==> src/rtl/core/mor_pkg.sv <==
`default_nettype none
package mor_pkg;

   localparam int SampleW = 16;
   localparam int CountW = 5;
   localparam int ThreshW = 16;
   localparam int CsrIdxW = 1;
   localparam int CsrDataW = 16;

   localparam int MaxWindowDefault = 16;

   localparam logic [CountW-1:0] WinLenReset = 5'd16;
   localparam logic [ThreshW-1:0] ThreshReset = 16'd100;
   localparam logic [CountW-1:0] MinTestCount = 5'd3;

   localparam logic [CsrIdxW-1:0] CSR_WINDOW_LENGTH = 1'b0;
   localparam logic [CsrIdxW-1:0] CSR_OUTLIER_THRESHOLD = 1'b1;

   localparam logic ACTION_SAMPLE = 1'b0;
   localparam logic ACTION_CLEAR = 1'b1;

   typedef logic signed [SampleW-1:0] sample_type;
   typedef logic [CountW-1:0] count_type;

endpackage
`default_nettype wire

==> src/rtl/core/median_outlier_reject_filter.sv <==
// Sequence: a clear goes straight to the finish step, a rejected request via the check step;
// an accepted sample takes an insertion sweep over the sorted memory while the window fills,
// and a removal sweep plus an insertion sweep over the sorted memory once it is full.
// Throughput: one request at a time, set by the one-entry-per-cycle sweeps of the sorted memory.
// Reset (synchronous, active high) empties the window, sets the length to 16 and the threshold
// to 100; sample memories are not cleared, only entries below the fill count are ever read.
`default_nettype none
module median_outlier_reject_filter #(
   parameter int MAX_WINDOW = mor_pkg::MaxWindowDefault
) (
   input  wire                              clock,
   input  wire                              reset,
   input  wire                              req_valid,
   output logic                             req_ready,
   input  wire                              req_action,
   input  wire  signed [mor_pkg::SampleW-1:0] req_sample,
   output logic                             rsp_valid,
   input  wire                              rsp_ready,
   output logic                             rsp_accepted,
   output logic signed [mor_pkg::SampleW-1:0] rsp_median_out,
   output logic [mor_pkg::CountW-1:0]       rsp_valid_count,
   output logic                             rsp_ready_res,
   input  wire                              csr_wr_en,
   input  wire  [mor_pkg::CsrIdxW-1:0]      csr_index,
   input  wire  [mor_pkg::CsrDataW-1:0]     csr_wdata
);
   import mor_pkg::*;

   localparam int IW = $clog2(MAX_WINDOW);
   localparam int LenCap = (MAX_WINDOW > 31) ? 31 : MAX_WINDOW;

   localparam logic [2:0] S_IDLE = 3'd0;
   localparam logic [2:0] S_CHK  = 3'd1;
   localparam logic [2:0] S_ACC  = 3'd2;
   localparam logic [2:0] S_REM  = 3'd3;
   localparam logic [2:0] S_INS  = 3'd4;
   localparam logic [2:0] S_LAST = 3'd5;
   localparam logic [2:0] S_MED  = 3'd6;
   localparam logic [2:0] S_FIN  = 3'd7;

   logic [2:0] state_ff, state_in;
   count_type fill_ff, fill_in;
   logic [IW-1:0] wp_ff, wp_in;
   count_type wl_ff, wl_in;
   logic [ThreshW-1:0] thr_ff, thr_in;
   sample_type smp_ff, smp_in;
   sample_type old_ff, old_in;
   count_type iss_ff, iss_in;
   logic iss_go_ff, iss_go_in;
   logic pend_ff, pend_in;
   count_type didx_ff, didx_in;
   logic found_ff, found_in;
   logic acc_ff, acc_in;

   logic rsp_valid_ff, rsp_valid_in;
   logic rsp_acc_ff, rsp_acc_in;
   sample_type rsp_med_ff, rsp_med_in;
   count_type rsp_cnt_ff, rsp_cnt_in;
   logic rsp_rdy_ff, rsp_rdy_in;

   // window in arrival order and the same samples kept sorted ascending
   sample_type circ_mem [MAX_WINDOW];
   sample_type circ_rd_ff;
   logic circ_we;

   sample_type srt_mem [MAX_WINDOW];
   sample_type srt_rd_ff;
   logic srt_we;
   logic [IW-1:0] srt_wa, srt_ra;
   sample_type srt_wd;

   count_type len;
   count_type wp_inc;
   logic [SampleW:0] diff;
   logic [SampleW:0] abs_diff;
   logic reject;
   logic rem_match;
   logic rem_exit;
   logic load_rsp;
   count_type ins_m;

   always_comb begin
      if (wl_ff == '0) begin
         len = CountW'(1);
      end else if (wl_ff > CountW'(LenCap)) begin
         len = CountW'(LenCap);
      end else begin
         len = wl_ff;
      end
   end

   assign wp_inc = CountW'(wp_ff) + CountW'(1);
   assign diff = {smp_ff[SampleW-1], smp_ff} - {srt_rd_ff[SampleW-1], srt_rd_ff};
   assign abs_diff = diff[SampleW] ? (~diff + (SampleW+1)'(1)) : diff;
   assign reject = abs_diff > {1'b0, thr_ff};
   assign rem_match = (srt_rd_ff == old_ff);
   assign rem_exit = (state_ff == S_REM) && pend_ff && (didx_ff == fill_ff - CountW'(1));
   assign load_rsp = (state_ff == S_FIN) && (!rsp_valid_ff || rsp_ready);

   always_comb begin
      state_in = state_ff;
      fill_in = fill_ff;
      wp_in = wp_ff;
      wl_in = wl_ff;
      thr_in = thr_ff;
      smp_in = smp_ff;
      old_in = old_ff;
      iss_in = iss_ff;
      iss_go_in = iss_go_ff;
      pend_in = pend_ff;
      didx_in = didx_ff;
      found_in = found_ff;
      acc_in = acc_ff;
      circ_we = 1'b0;
      srt_we = 1'b0;
      srt_wa = '0;
      srt_wd = smp_ff;
      srt_ra = IW'(fill_ff >> 1);
      ins_m = '0;
      req_ready = (state_ff == S_IDLE);

      case (state_ff)
         S_IDLE: begin
            if (req_valid) begin
               smp_in = req_sample;
               acc_in = 1'b0;
               if (req_action == ACTION_CLEAR) begin
                  fill_in = '0;
                  wp_in = '0;
                  state_in = S_FIN;
               end else if (fill_ff >= MinTestCount) begin
                  state_in = S_CHK;
               end else begin
                  state_in = S_ACC;
               end
            end
         end
         S_CHK: begin
            // sorted read data holds the current median here
            state_in = reject ? S_FIN : S_ACC;
         end
         S_ACC: begin
            circ_we = 1'b1;
            wp_in = (wp_inc == len) ? '0 : IW'(wp_inc);
            old_in = circ_rd_ff;
            acc_in = 1'b1;
            if (fill_ff == len) begin
               iss_in = '0;
               pend_in = 1'b0;
               found_in = 1'b0;
               state_in = S_REM;
            end else begin
               fill_in = fill_ff + CountW'(1);
               ins_m = fill_ff;
               pend_in = 1'b0;
               iss_in = ins_m - CountW'(1);
               iss_go_in = 1'b1;
               state_in = (ins_m == '0) ? S_LAST : S_INS;
            end
         end
         S_REM: begin
            // drop the evicted sample: shift everything above it down one place
            srt_ra = IW'(iss_ff);
            pend_in = (iss_ff < fill_ff);
            didx_in = iss_ff;
            if (iss_ff < fill_ff) begin
               iss_in = iss_ff + CountW'(1);
            end
            if (pend_ff) begin
               if (found_ff) begin
                  srt_we = 1'b1;
                  srt_wa = IW'(didx_ff - CountW'(1));
                  srt_wd = srt_rd_ff;
               end else if (rem_match) begin
                  found_in = 1'b1;
               end
            end
            if (rem_exit) begin
               ins_m = fill_ff - CountW'(1);
               pend_in = 1'b0;
               iss_in = ins_m - CountW'(1);
               iss_go_in = 1'b1;
               state_in = (ins_m == '0) ? S_LAST : S_INS;
            end
         end
         S_INS: begin
            // walk down from the top, moving larger entries up until the slot is found
            srt_ra = IW'(iss_ff);
            pend_in = iss_go_ff;
            didx_in = iss_ff;
            if (iss_go_ff) begin
               if (iss_ff == '0) begin
                  iss_go_in = 1'b0;
               end else begin
                  iss_in = iss_ff - CountW'(1);
               end
            end
            if (pend_ff) begin
               srt_we = 1'b1;
               srt_wa = IW'(didx_ff + CountW'(1));
               if (srt_rd_ff > smp_ff) begin
                  srt_wd = srt_rd_ff;
                  if (didx_ff == '0) begin
                     state_in = S_LAST;
                  end
               end else begin
                  srt_wd = smp_ff;
                  state_in = S_MED;
               end
            end
         end
         S_LAST: begin
            srt_we = 1'b1;
            srt_wa = '0;
            srt_wd = smp_ff;
            state_in = S_MED;
         end
         S_MED: begin
            state_in = S_FIN;
         end
         S_FIN: begin
            if (load_rsp) begin
               state_in = S_IDLE;
            end
         end
         default: begin
            state_in = S_IDLE;
         end
      endcase

      if (csr_wr_en) begin
         case (csr_index)
            CSR_WINDOW_LENGTH: begin
               wl_in = csr_wdata[CountW-1:0];
               fill_in = '0;
               wp_in = '0;
            end
            CSR_OUTLIER_THRESHOLD: begin
               thr_in = csr_wdata[ThreshW-1:0];
            end
            default: begin
            end
         endcase
      end
   end

   always_comb begin
      rsp_valid_in = rsp_valid_ff && !rsp_ready;
      rsp_acc_in = rsp_acc_ff;
      rsp_med_in = rsp_med_ff;
      rsp_cnt_in = rsp_cnt_ff;
      rsp_rdy_in = rsp_rdy_ff;
      if (load_rsp) begin
         rsp_valid_in = 1'b1;
         rsp_acc_in = acc_ff;
         rsp_med_in = (fill_ff == '0) ? '0 : srt_rd_ff;
         rsp_cnt_in = fill_ff;
         rsp_rdy_in = (fill_ff >= (len >> 1));
      end
   end

   always_ff @(posedge clock) begin
      if (reset) begin
         state_ff <= S_IDLE;
         fill_ff <= '0;
         wp_ff <= '0;
         wl_ff <= WinLenReset;
         thr_ff <= ThreshReset;
         iss_go_ff <= 1'b0;
         pend_ff <= 1'b0;
         found_ff <= 1'b0;
         rsp_valid_ff <= 1'b0;
      end else begin
         state_ff <= state_in;
         fill_ff <= fill_in;
         wp_ff <= wp_in;
         wl_ff <= wl_in;
         thr_ff <= thr_in;
         iss_go_ff <= iss_go_in;
         pend_ff <= pend_in;
         found_ff <= found_in;
         rsp_valid_ff <= rsp_valid_in;
      end
   end

   always_ff @(posedge clock) begin
      smp_ff <= smp_in;
      old_ff <= old_in;
      iss_ff <= iss_in;
      didx_ff <= didx_in;
      acc_ff <= acc_in;
      rsp_acc_ff <= rsp_acc_in;
      rsp_med_ff <= rsp_med_in;
      rsp_cnt_ff <= rsp_cnt_in;
      rsp_rdy_ff <= rsp_rdy_in;
   end

   always_ff @(posedge clock) begin
      if (circ_we) begin
         circ_mem[wp_ff] <= smp_ff;
      end
      circ_rd_ff <= circ_mem[wp_ff];
   end

   always_ff @(posedge clock) begin
      if (srt_we) begin
         srt_mem[srt_wa] <= srt_wd;
      end
      srt_rd_ff <= srt_mem[srt_ra];
   end

   assign rsp_valid = rsp_valid_ff;
   assign rsp_accepted = rsp_acc_ff;
   assign rsp_median_out = rsp_med_ff;
   assign rsp_valid_count = rsp_cnt_ff;
   assign rsp_ready_res = rsp_rdy_ff;

   a_fill_in_range: assert property (@(posedge clock) disable iff (reset)
      fill_ff <= len)
      else $error("fill count exceeds active window length");

   a_rsp_from_fin: assert property (@(posedge clock) disable iff (reset)
      $rose(rsp_valid_ff) |-> $past(state_ff == S_FIN))
      else $error("response raised outside the finish step");

   a_evicted_found: assert property (@(posedge clock) disable iff (reset)
      rem_exit |-> (found_ff || rem_match))
      else $error("evicted sample missing from sorted window");

   a_wp_in_range: assert property (@(posedge clock) disable iff (reset)
      (state_ff == S_IDLE) |-> (CountW'(wp_ff) < len))
      else $error("write position beyond active window");

endmodule
`default_nettype wire

==> config.mk <==
export PLATFORM = sky130hd
export DESIGN_NAME = median_outlier_reject_filter
export DESIGN_NICKNAME = d
export VERILOG_FILES = /design/src/rtl/core/mor_pkg.sv /design/src/rtl/core/median_outlier_reject_filter.sv
export SDC_FILE = /design/constraint.sdc
export NUM_CORES = 1
export LEC_CHECK = 0
export BUFFER_PORTS_ARGS = -buffer_cell sky130_fd_sc_hd__buf_2
export CORE_MARGIN = 2
export CORE_UTILIZATION = 40
export CTS_CLUSTER_SIZE = 28
export DETAILED_ROUTE_END_ITERATION = 7
export MAX_ROUTING_LAYER = met4
export PLACE_DENSITY = 0.59
export SYNTH_ARGS = -nofsm -noshare
export SYNTH_HDL_FRONTEND = slang
export SYNTH_SLANG_ARGS = --single-unit
==> constraint.sdc <==
create_clock -name clock -period 7.9 [get_ports clock]
set_input_delay 1.185 -clock clock [delete_from_list [all_inputs] [get_ports clock]]
set_output_delay 1.185 -clock clock [all_outputs]
set_load 0.02 [all_outputs]
==> results.py, run 1 <==
metrics = {
    "sta": {
        "worst_pin_slew_ns": 1.28,
        "fin_worst_skew_ns": 0.0223,
        "slew_headroom_pct": 14.3,
        "fmax_mhz": 194,
        "rsz0062_at_grt": "false",
        "whs_ns": 0.408,
        "setup_slack_ns": 2.76,
        "setup-tns-final_ns": 0,
        "period_needed_ns": 5.14,
        "min_period_over_period_pct": 65.1,
        "finalSetupViolCount": 0,
        "hold_viol_final": 0,
        "drv_slew": 0,
    },
    "synthesis": {
        "postSynthAreaPerCell_um2": 16.7,
        "synth_largest_area_cell": "edfxtp_1",
        "synth_area_leaders": "edfxtp_1 64%, mux4_2 12%, dfxtp_1 5.1%",
        "ys_types": 73,
        "synth-async-reset-ratio_pct": 0,
        "ys_seq_area_share_pct": 69.2,
        "syn-cell-area_um2": 27100,
        "yosysWarnings": 0,
        "syn-instance-count": 1622,
        "synth_edf_count": 578,
        "synth_top_area_share_pct": 64.1,
        "synth_flop_cell": "edfxtp_1",
        "ys_ff_latch": 647,
        "syn-num-nets": 1722,
    },
    "detailed_routing": {
        "drc": 0,
        "dr.pass1.iters": 5,
        "drt_iter0_drc": 1239,
        "drtAntennaViolNets": 0,
        "num_vias": 14834,
        "avgRoutedWirePerCell_um": 23.9,
        "wirelength_um": 64100,
        "viasPerCell": 5.53,
    },
    "layout": {
        "drive_above_1_share_pct": 22.7,
        "nNetsFinal": 1850,
        "n_fill_cell": 5732,
        "area_growth_pct": 14.8,
    },
    "grt": {
        "grt_pass1_wl_um": 96700,
        "gr-total-overflow": 0,
        "grt_pass1_vias": 15172,
        "antenna_found_initial": 2,
        "grt_usage_pct": 19.2,
        "grt_max_degree": 69,
    },
    "clocking": {
        "cts_tree": "built",
        "cts_root_buffer": "clkbuf_16",
        "insertion_delay_ns": 0.62,
        "htreeDepth": 3,
        "cts_hold_buf": 0,
        "post_cts_buffers": 0,
        "post_cts_resized": 0,
        "cts_buffer_depth": 3,
        "path_clk_slew_ns": 0.06,
        "cts.sinks": 647,
        "cts_buffers": 70,
    },
    "placement": {
        "port_buffers": 63,
        "hpwl_um": 38700,
        "dp_slack_ns": 2.80,
        "gp_congestion": 0.910,
    },
    "die": {
        "die_h_um": 264,
        "io_pins": 64,
        "die_width_um": 264,
        "dieArea_um2": 69800,
        "core_region_area_um2": 67200,
        "initial_core_util_pct": 40.3,
        "rows": 95,
    },
    "power_and_ir_drop": {
        "p_leak_nw": 10.5,
        "p_total_mw": 10.8,
        "power.internal_mw": 7.38,
        "seqPwrFrac_pct": 40.6,
        "power.density_nw_per_um2": 346,
        "pwr-share-comb_pct": 27.9,
        "p_switching_mw": 3.37,
        "switching_share_pct": 31.3,
        "irDropWorstVdd_v": 0.000178,
        "clkPwrFrac_pct": 31.5,
    },
    "critical_path": {
        "critical_path_required_ns": 8.38,
        "crit_type": "reg -> reg",
        "reg2regPathDepth": 20,
        "worst_setup_path_end_kind": "flip-flop",
        "start_kind": "flip-flop",
        "worst_ep_arrival_time_ns": 5.62,
        "crit_fanout": 18,
    },
    "worst_hold_path": {
        "hold_class": "reg -> reg",
        "hold_depth": 0,
    },
    "outcome": {
        "status": "complete, no violations",
    },
    "run": {
        "maxCapViolCount": 0,
    },
}
-- power groups by stage --
stage | Sequential (mW) | Combinational, mW | Clock, mW
final | 4.36 | 3.00 | 3.39
after global routing | 4.39 | 3.32 | 3.59
after CTS | 4.36 | 3.02 | 3.46
after detailed placement | 4.43 | 3.00 | 0
after global placement | 4.43 | 2.97 | 0
after floorplan | 4.29 | 2.24 | 0
-- cells in the mapped netlist (all sizes together) (3+ instances only) --
cell type	number
edfxtp	578
mux4	144
nand2	128
nor2	78
dfxtp	69
ha	60
a21oi	54
inv	52
o21ai	47
xnor2	40
clkbuf	39
and2	37
buf	35
nand3	28
a211oi	23
xor2	23
a31oi	20
nand2b	14
nor3	13
a21o	11
mux2i	11
nand4	9
and3	8
or2	8
nand3b	7
nor2b	7
nor4	6
o21bai	6
a22oi	5
o211ai	5
o221ai	5
mux2	4
o2111ai	4
o21a	4
nor3b	3
o22ai	3
o31ai	3
or3	3
or4	3
-- per-layer routing --
metal | vias up | wire (µm) | GRT usage (%)
met5 | - | 0 | -
met4 | 0 | 1300 | 4.94
met3 | 85 | 3260 | 2.94
met2 | 435 | 31400 | 30.8
met1 | 7713 | 28100 | 25.7
li1 | 6601 | - | -
-- worst max-delay path, cell delays in order, from the launching register on --
cell and delay (ns):
edfxtp_1 0.69, inv_1 0.10, ha_1 0.24, fa_1 0.40
nor2b_1 0.25, nand3_1 0.12, o32a_1 0.31, o311ai_1 0.56
nand4_1 0.20, or2_1 0.30, o21ai_0 0.22, xnor2_1 0.15
ha_1 0.26, a21o_1 0.16, a21o_1 0.17, a21oi_1 0.16
o21ai_0 0.11, o211ai_1 0.27, nand2_1 0.08, a41oi_1 0.17
o41ai_1 0.08
-- sequential cells by signal (all words and copies together), names as in the netlist, 4 cells and up --
register and flops:
circ_mem 256, srt_mem 256, circ_rd_ff 16, old_ff 16, rsp_median_out 16, smp_ff 16
srt_rd_ff 16, thr_ff 16, didx_ff 5, fill_ff 5, iss_ff 5, rsp_valid_count 5
wl_ff 5, wp_ff 4
-- path summary, 6_finish.rpt --
path / from / endpoint / slack [ns]
max: smp_ff[0]$_DFFE_PP_ / state_ff[2]$_SDFFE_PP0P_ / 2.76
min: circ_rd_ff[12]$_DFF_P_ / old_ff[12]$_DFFE_PP_ / 0.41
min reg2reg: circ_rd_ff[12]$_DFF_P_ / old_ff[12]$_DFFE_PP_ / 0.41
max reg2reg: smp_ff[0]$_DFFE_PP_ / state_ff[2]$_SDFFE_PP0P_ / 2.76
-- layout by cell type (no fill, tap or decap), types with 11 or more instances in the layout --
cell / n
and2_1: 35
xor2_1: 23
a21o_1: 11
clkinv_2: 12
nand2_1: 127
dfxtp_1: 66
ha_1: 60
nand3_1: 28
a31oi_1: 20
clkbuf_16: 71
clkbuf_1: 13
clkinv_1: 11
mux4_2: 144
o21ai_0: 43
buf_4: 67
buf_2: 63
inv_1: 52
edfxtp_1: 578
a211oi_1: 23
a21oi_1: 52
nand2b_1: 14
nor3_1: 13
nor2_1: 77
xnor2_1: 38
-- kinds of logic after synthesis --
group | count (synthesis) | share of synthesized area, %
xor gates and xnor gates | 63 | 2.09
buffers and inverters | 126 | 2.02
muxes | 159 | 12.6
and+or+nand+nor | 357 | 6.31
AOI/OAI and AO/OA | 209 | 4.98
DFF | 647 | 69.2
adders and majority gates | 61 | 2.85
-- metrics by stage --
stage	cell area, µm²	util [%]	std cells
floorplan	27100	-	1622
global placement	28700	42.7	2551
detailed placement	28700	42.7	2551
CTS	31100	46.3	2680
global route	31100	46.3	2680
finish	31100	46.3	2681
-- area by class of cell --
type | count | area, µm² | share of cell area (%)
diodes | 1 | 2.50 | 0.00805
clock buffers | 86 | 1850 | 5.96
clock inverters | 43 | 536 | 1.72
inverters | 52 | 195 | 0.628
multi-input cells | 849 | 7850 | 25.2
flip-flops and latches | 647 | 18700 | 60.3
well taps | 873 | 1090 | 3.51
repair buffers | 130 | 818 | 2.63
(Power assumes the default switching activity.)
==> run 2: changes to the inputs <==
clock period = 5.3 ns   (was 7.9 ns; I/O delays follow)
==> results.py, run 2 (synthesis gave the netlist of run 1 again) <==
metrics = {
    "sta": {
        "worst_pin_slew_ns": 1.22,
        "setup-tns-final_ns": 0,
        "drv_slew": 0,
        "min_period_over_period_pct": 91.7,
        "hold_viol_final": 0,
        "finalSetupViolCount": 0,
        "fin_worst_skew_ns": 0.0249,
        "slew_headroom_pct": 19.0,
        "rsz0062_at_grt": "false",
        "fmax_mhz": 206,
        "period_needed_ns": 4.86,
    },
    "clocking": {
        "post_cts_resized": 0,
        "cts_tree": "built",
        "cts_buffer_depth": 3,
        "cts_root_buffer": "clkbuf_16",
        "htreeDepth": 3,
        "cts_hold_buf": 0,
        "post_cts_buffers": 0,
        "path_clk_slew_ns": 0.06,
        "insertion_delay_ns": 0.62,
        "cts.sinks": 647,
        "cts_buffers": 71,
    },
    "die": {
        "rows": 95,
        "die_width_um": 264,
        "core_region_area_um2": 67200,
        "initial_core_util_pct": 40.3,
        "die_h_um": 264,
        "dieArea_um2": 69800,
        "io_pins": 64,
    },
    "detailed_routing": {
        "wirelength_um": 65000,
        "drtAntennaViolNets": 0,
        "drt_iter0_drc": 1379,
        "drc": 1,
        "num_vias": 14804,
        "dr.pass1.iters": 8,
        "viasPerCell": 5.53,
        "avgRoutedWirePerCell_um": 24.3,
    },
    "critical_path": {
        "start_kind": "flip-flop",
        "crit_fanout": 18,
        "critical_path_required_ns": 5.78,
        "slowest_delay_ns": 0.63,
        "worst_ep_arrival_time_ns": 5.34,
        "reg2reg_slack_ns": 0.44,
        "critical_path_buf_inv_count": 0,
        "r2r_start": "smp_ff[4]$_DFFE_PP_",
        "reg2regPathDepth": 18,
        "critical_path.cell_chain": "ha_1 > nand2_1 > a211oi_1 > o21ai_1 > xor2_1 > nand4_1 > or2_1 > o21ai_0 > xnor2_1 > ha_1 > a21o_1 > a21o_1 > a21oi_1 > o21ai_0 > o211ai_1 > nand2_1 > a41oi_1 > o41ai_1",
        "crit_family": "compound AO/OA/AOI/OAI gates",
        "slowest_stage": "edfxtp_1",
        "r2r-end": "state_ff[2]$_SDFFE_PP0P_",
        "path_depth": 18,
        "crit_type": "reg -> reg",
        "worst_setup_path_end_kind": "flip-flop",
    },
    "layout": {
        "stdcell_count": 2678,
        "area_growth_pct": 14.7,
        "reg_top3": "circ_mem x256, srt_mem x256",
        "n_fill_cell": 5664,
        "nNetsFinal": 1846,
        "final_cell_mix": "578 x edfxtp_1, 144 x mux4_2, 127 x nand2_1",
        "final_common_cell": "edfxtp_1",
        "drive_above_1_share_pct": 22.7,
    },
    "grt": {
        "grt_pass1_wl_um": 97100,
        "grt_usage_pct": 19.3,
        "grt_max_degree": 65,
        "antenna_found_initial": 3,
        "gr-total-overflow": 0,
        "grt_pass1_vias": 15126,
    },
    "power_and_ir_drop": {
        "p_total_mw": 16.1,
        "irDropWorstVdd_v": 0.000278,
        "p_leak_nw": 10.5,
        "power.density_nw_per_um2": 517,
    },
    "outcome": {
        "failed_checks": "design-rule violations",
        "status": "complete, but fails checks",
    },
    "worst_hold_path": {
        "hold_class": "in -> reg",
        "hold_depth": 1,
        "whs_endpoint": "smp_ff[5]$_DFFE_PP_",
        "min_from": "req_sample[5]",
    },
    "placement": {
        "gp_congestion": 0.873,
        "port_buffers": 63,
        "hpwl_um": 41100,
        "dp.cells": 2546,
    },
    "run": {
        "maxCapViolCount": 0,
    },
}
-- run 2: changes by cell type in the layout (fill, tap and decap cells not counted), sizes merged --
cell,before,now
clkinv,25,20
clkbuf,86,92
bufinv,10,7
diode,1,4
inv,56,57
buf,130,125
-- run 2: report_power, final --
group	total [mW]	internal [mW]	switching (mW)	leakage, nW
sequential	6.50	6.11	0.384	5.80
combinational	4.60	1.92	2.68	3.55
clock	4.97	2.94	2.03	1.14
total	16.1	11.0	5.09	10.5
-- run 2: stage by stage --
step	hold WS, ns	setup slack, ns	instance area, µm²	utilization (%)
3_5_place_dp	0.391	0.573	28700	42.7
3_3_place_gp	0.388	0.640	28700	42.7
2_1_floorplan	0.386	1.13	27100	-
5_1_grt	0.327	0.0108	31000	46.2
4_1_cts	0.321	0.533	31000	46.2
6_report	0.349	0.440	31100	46.2
-- run 2: area by class of cell --
cell class / instances / area [µm²] / share of cell area (%)
clock inverters: 36 / 427 / 1.37
well taps: 873 / 1090 / 3.52
repair buffers: 125 / 806 / 2.59
multi-input cells: 849 / 7850 / 25.3
diodes: 4 / 10.0 / 0.0322
clock buffers: 92 / 1930 / 6.21
flip-flops and latches: 647 / 18700 / 60.4
inverters: 52 / 195 / 0.629
-- run 2: worst max path at each step --
stage / from / end / slack, ns
global route: smp_ff[4]$_DFFE_PP_ / state_ff[2]$_SDFFE_PP0P_ / 0.01
finish: smp_ff[4]$_DFFE_PP_ / state_ff[2]$_SDFFE_PP0P_ / 0.44
global placement: smp_ff[4]$_DFFE_PP_ / state_ff[2]$_SDFFE_PP0P_ / 0.64
detailed placement: smp_ff[4]$_DFFE_PP_ / state_ff[2]$_SDFFE_PP0P_ / 0.57
CTS: smp_ff[4]$_DFFE_PP_ / state_ff[2]$_SDFFE_PP0P_ / 0.53
floorplan: smp_ff[0]$_DFFE_PP_ / state_ff[2]$_SDFFE_PP0P_ / 1.13
-- run 2: routing by layer --
| layer | vias to the layer above | wire length (µm) | GRT usage, % | part of all wire [%] |
|---|---|---|---|---|
| met5 | - | 0 | - | 0 |
| met3 | 91 | 3300 | 3.37 | 5.1 |
| li1 | 6599 | - | - | - |
| met2 | 393 | 31500 | 30.8 | 49 |
| met4 | 0 | 1460 | 5.08 | 2.2 |
| met1 | 7721 | 28700 | 25.8 | 44 |
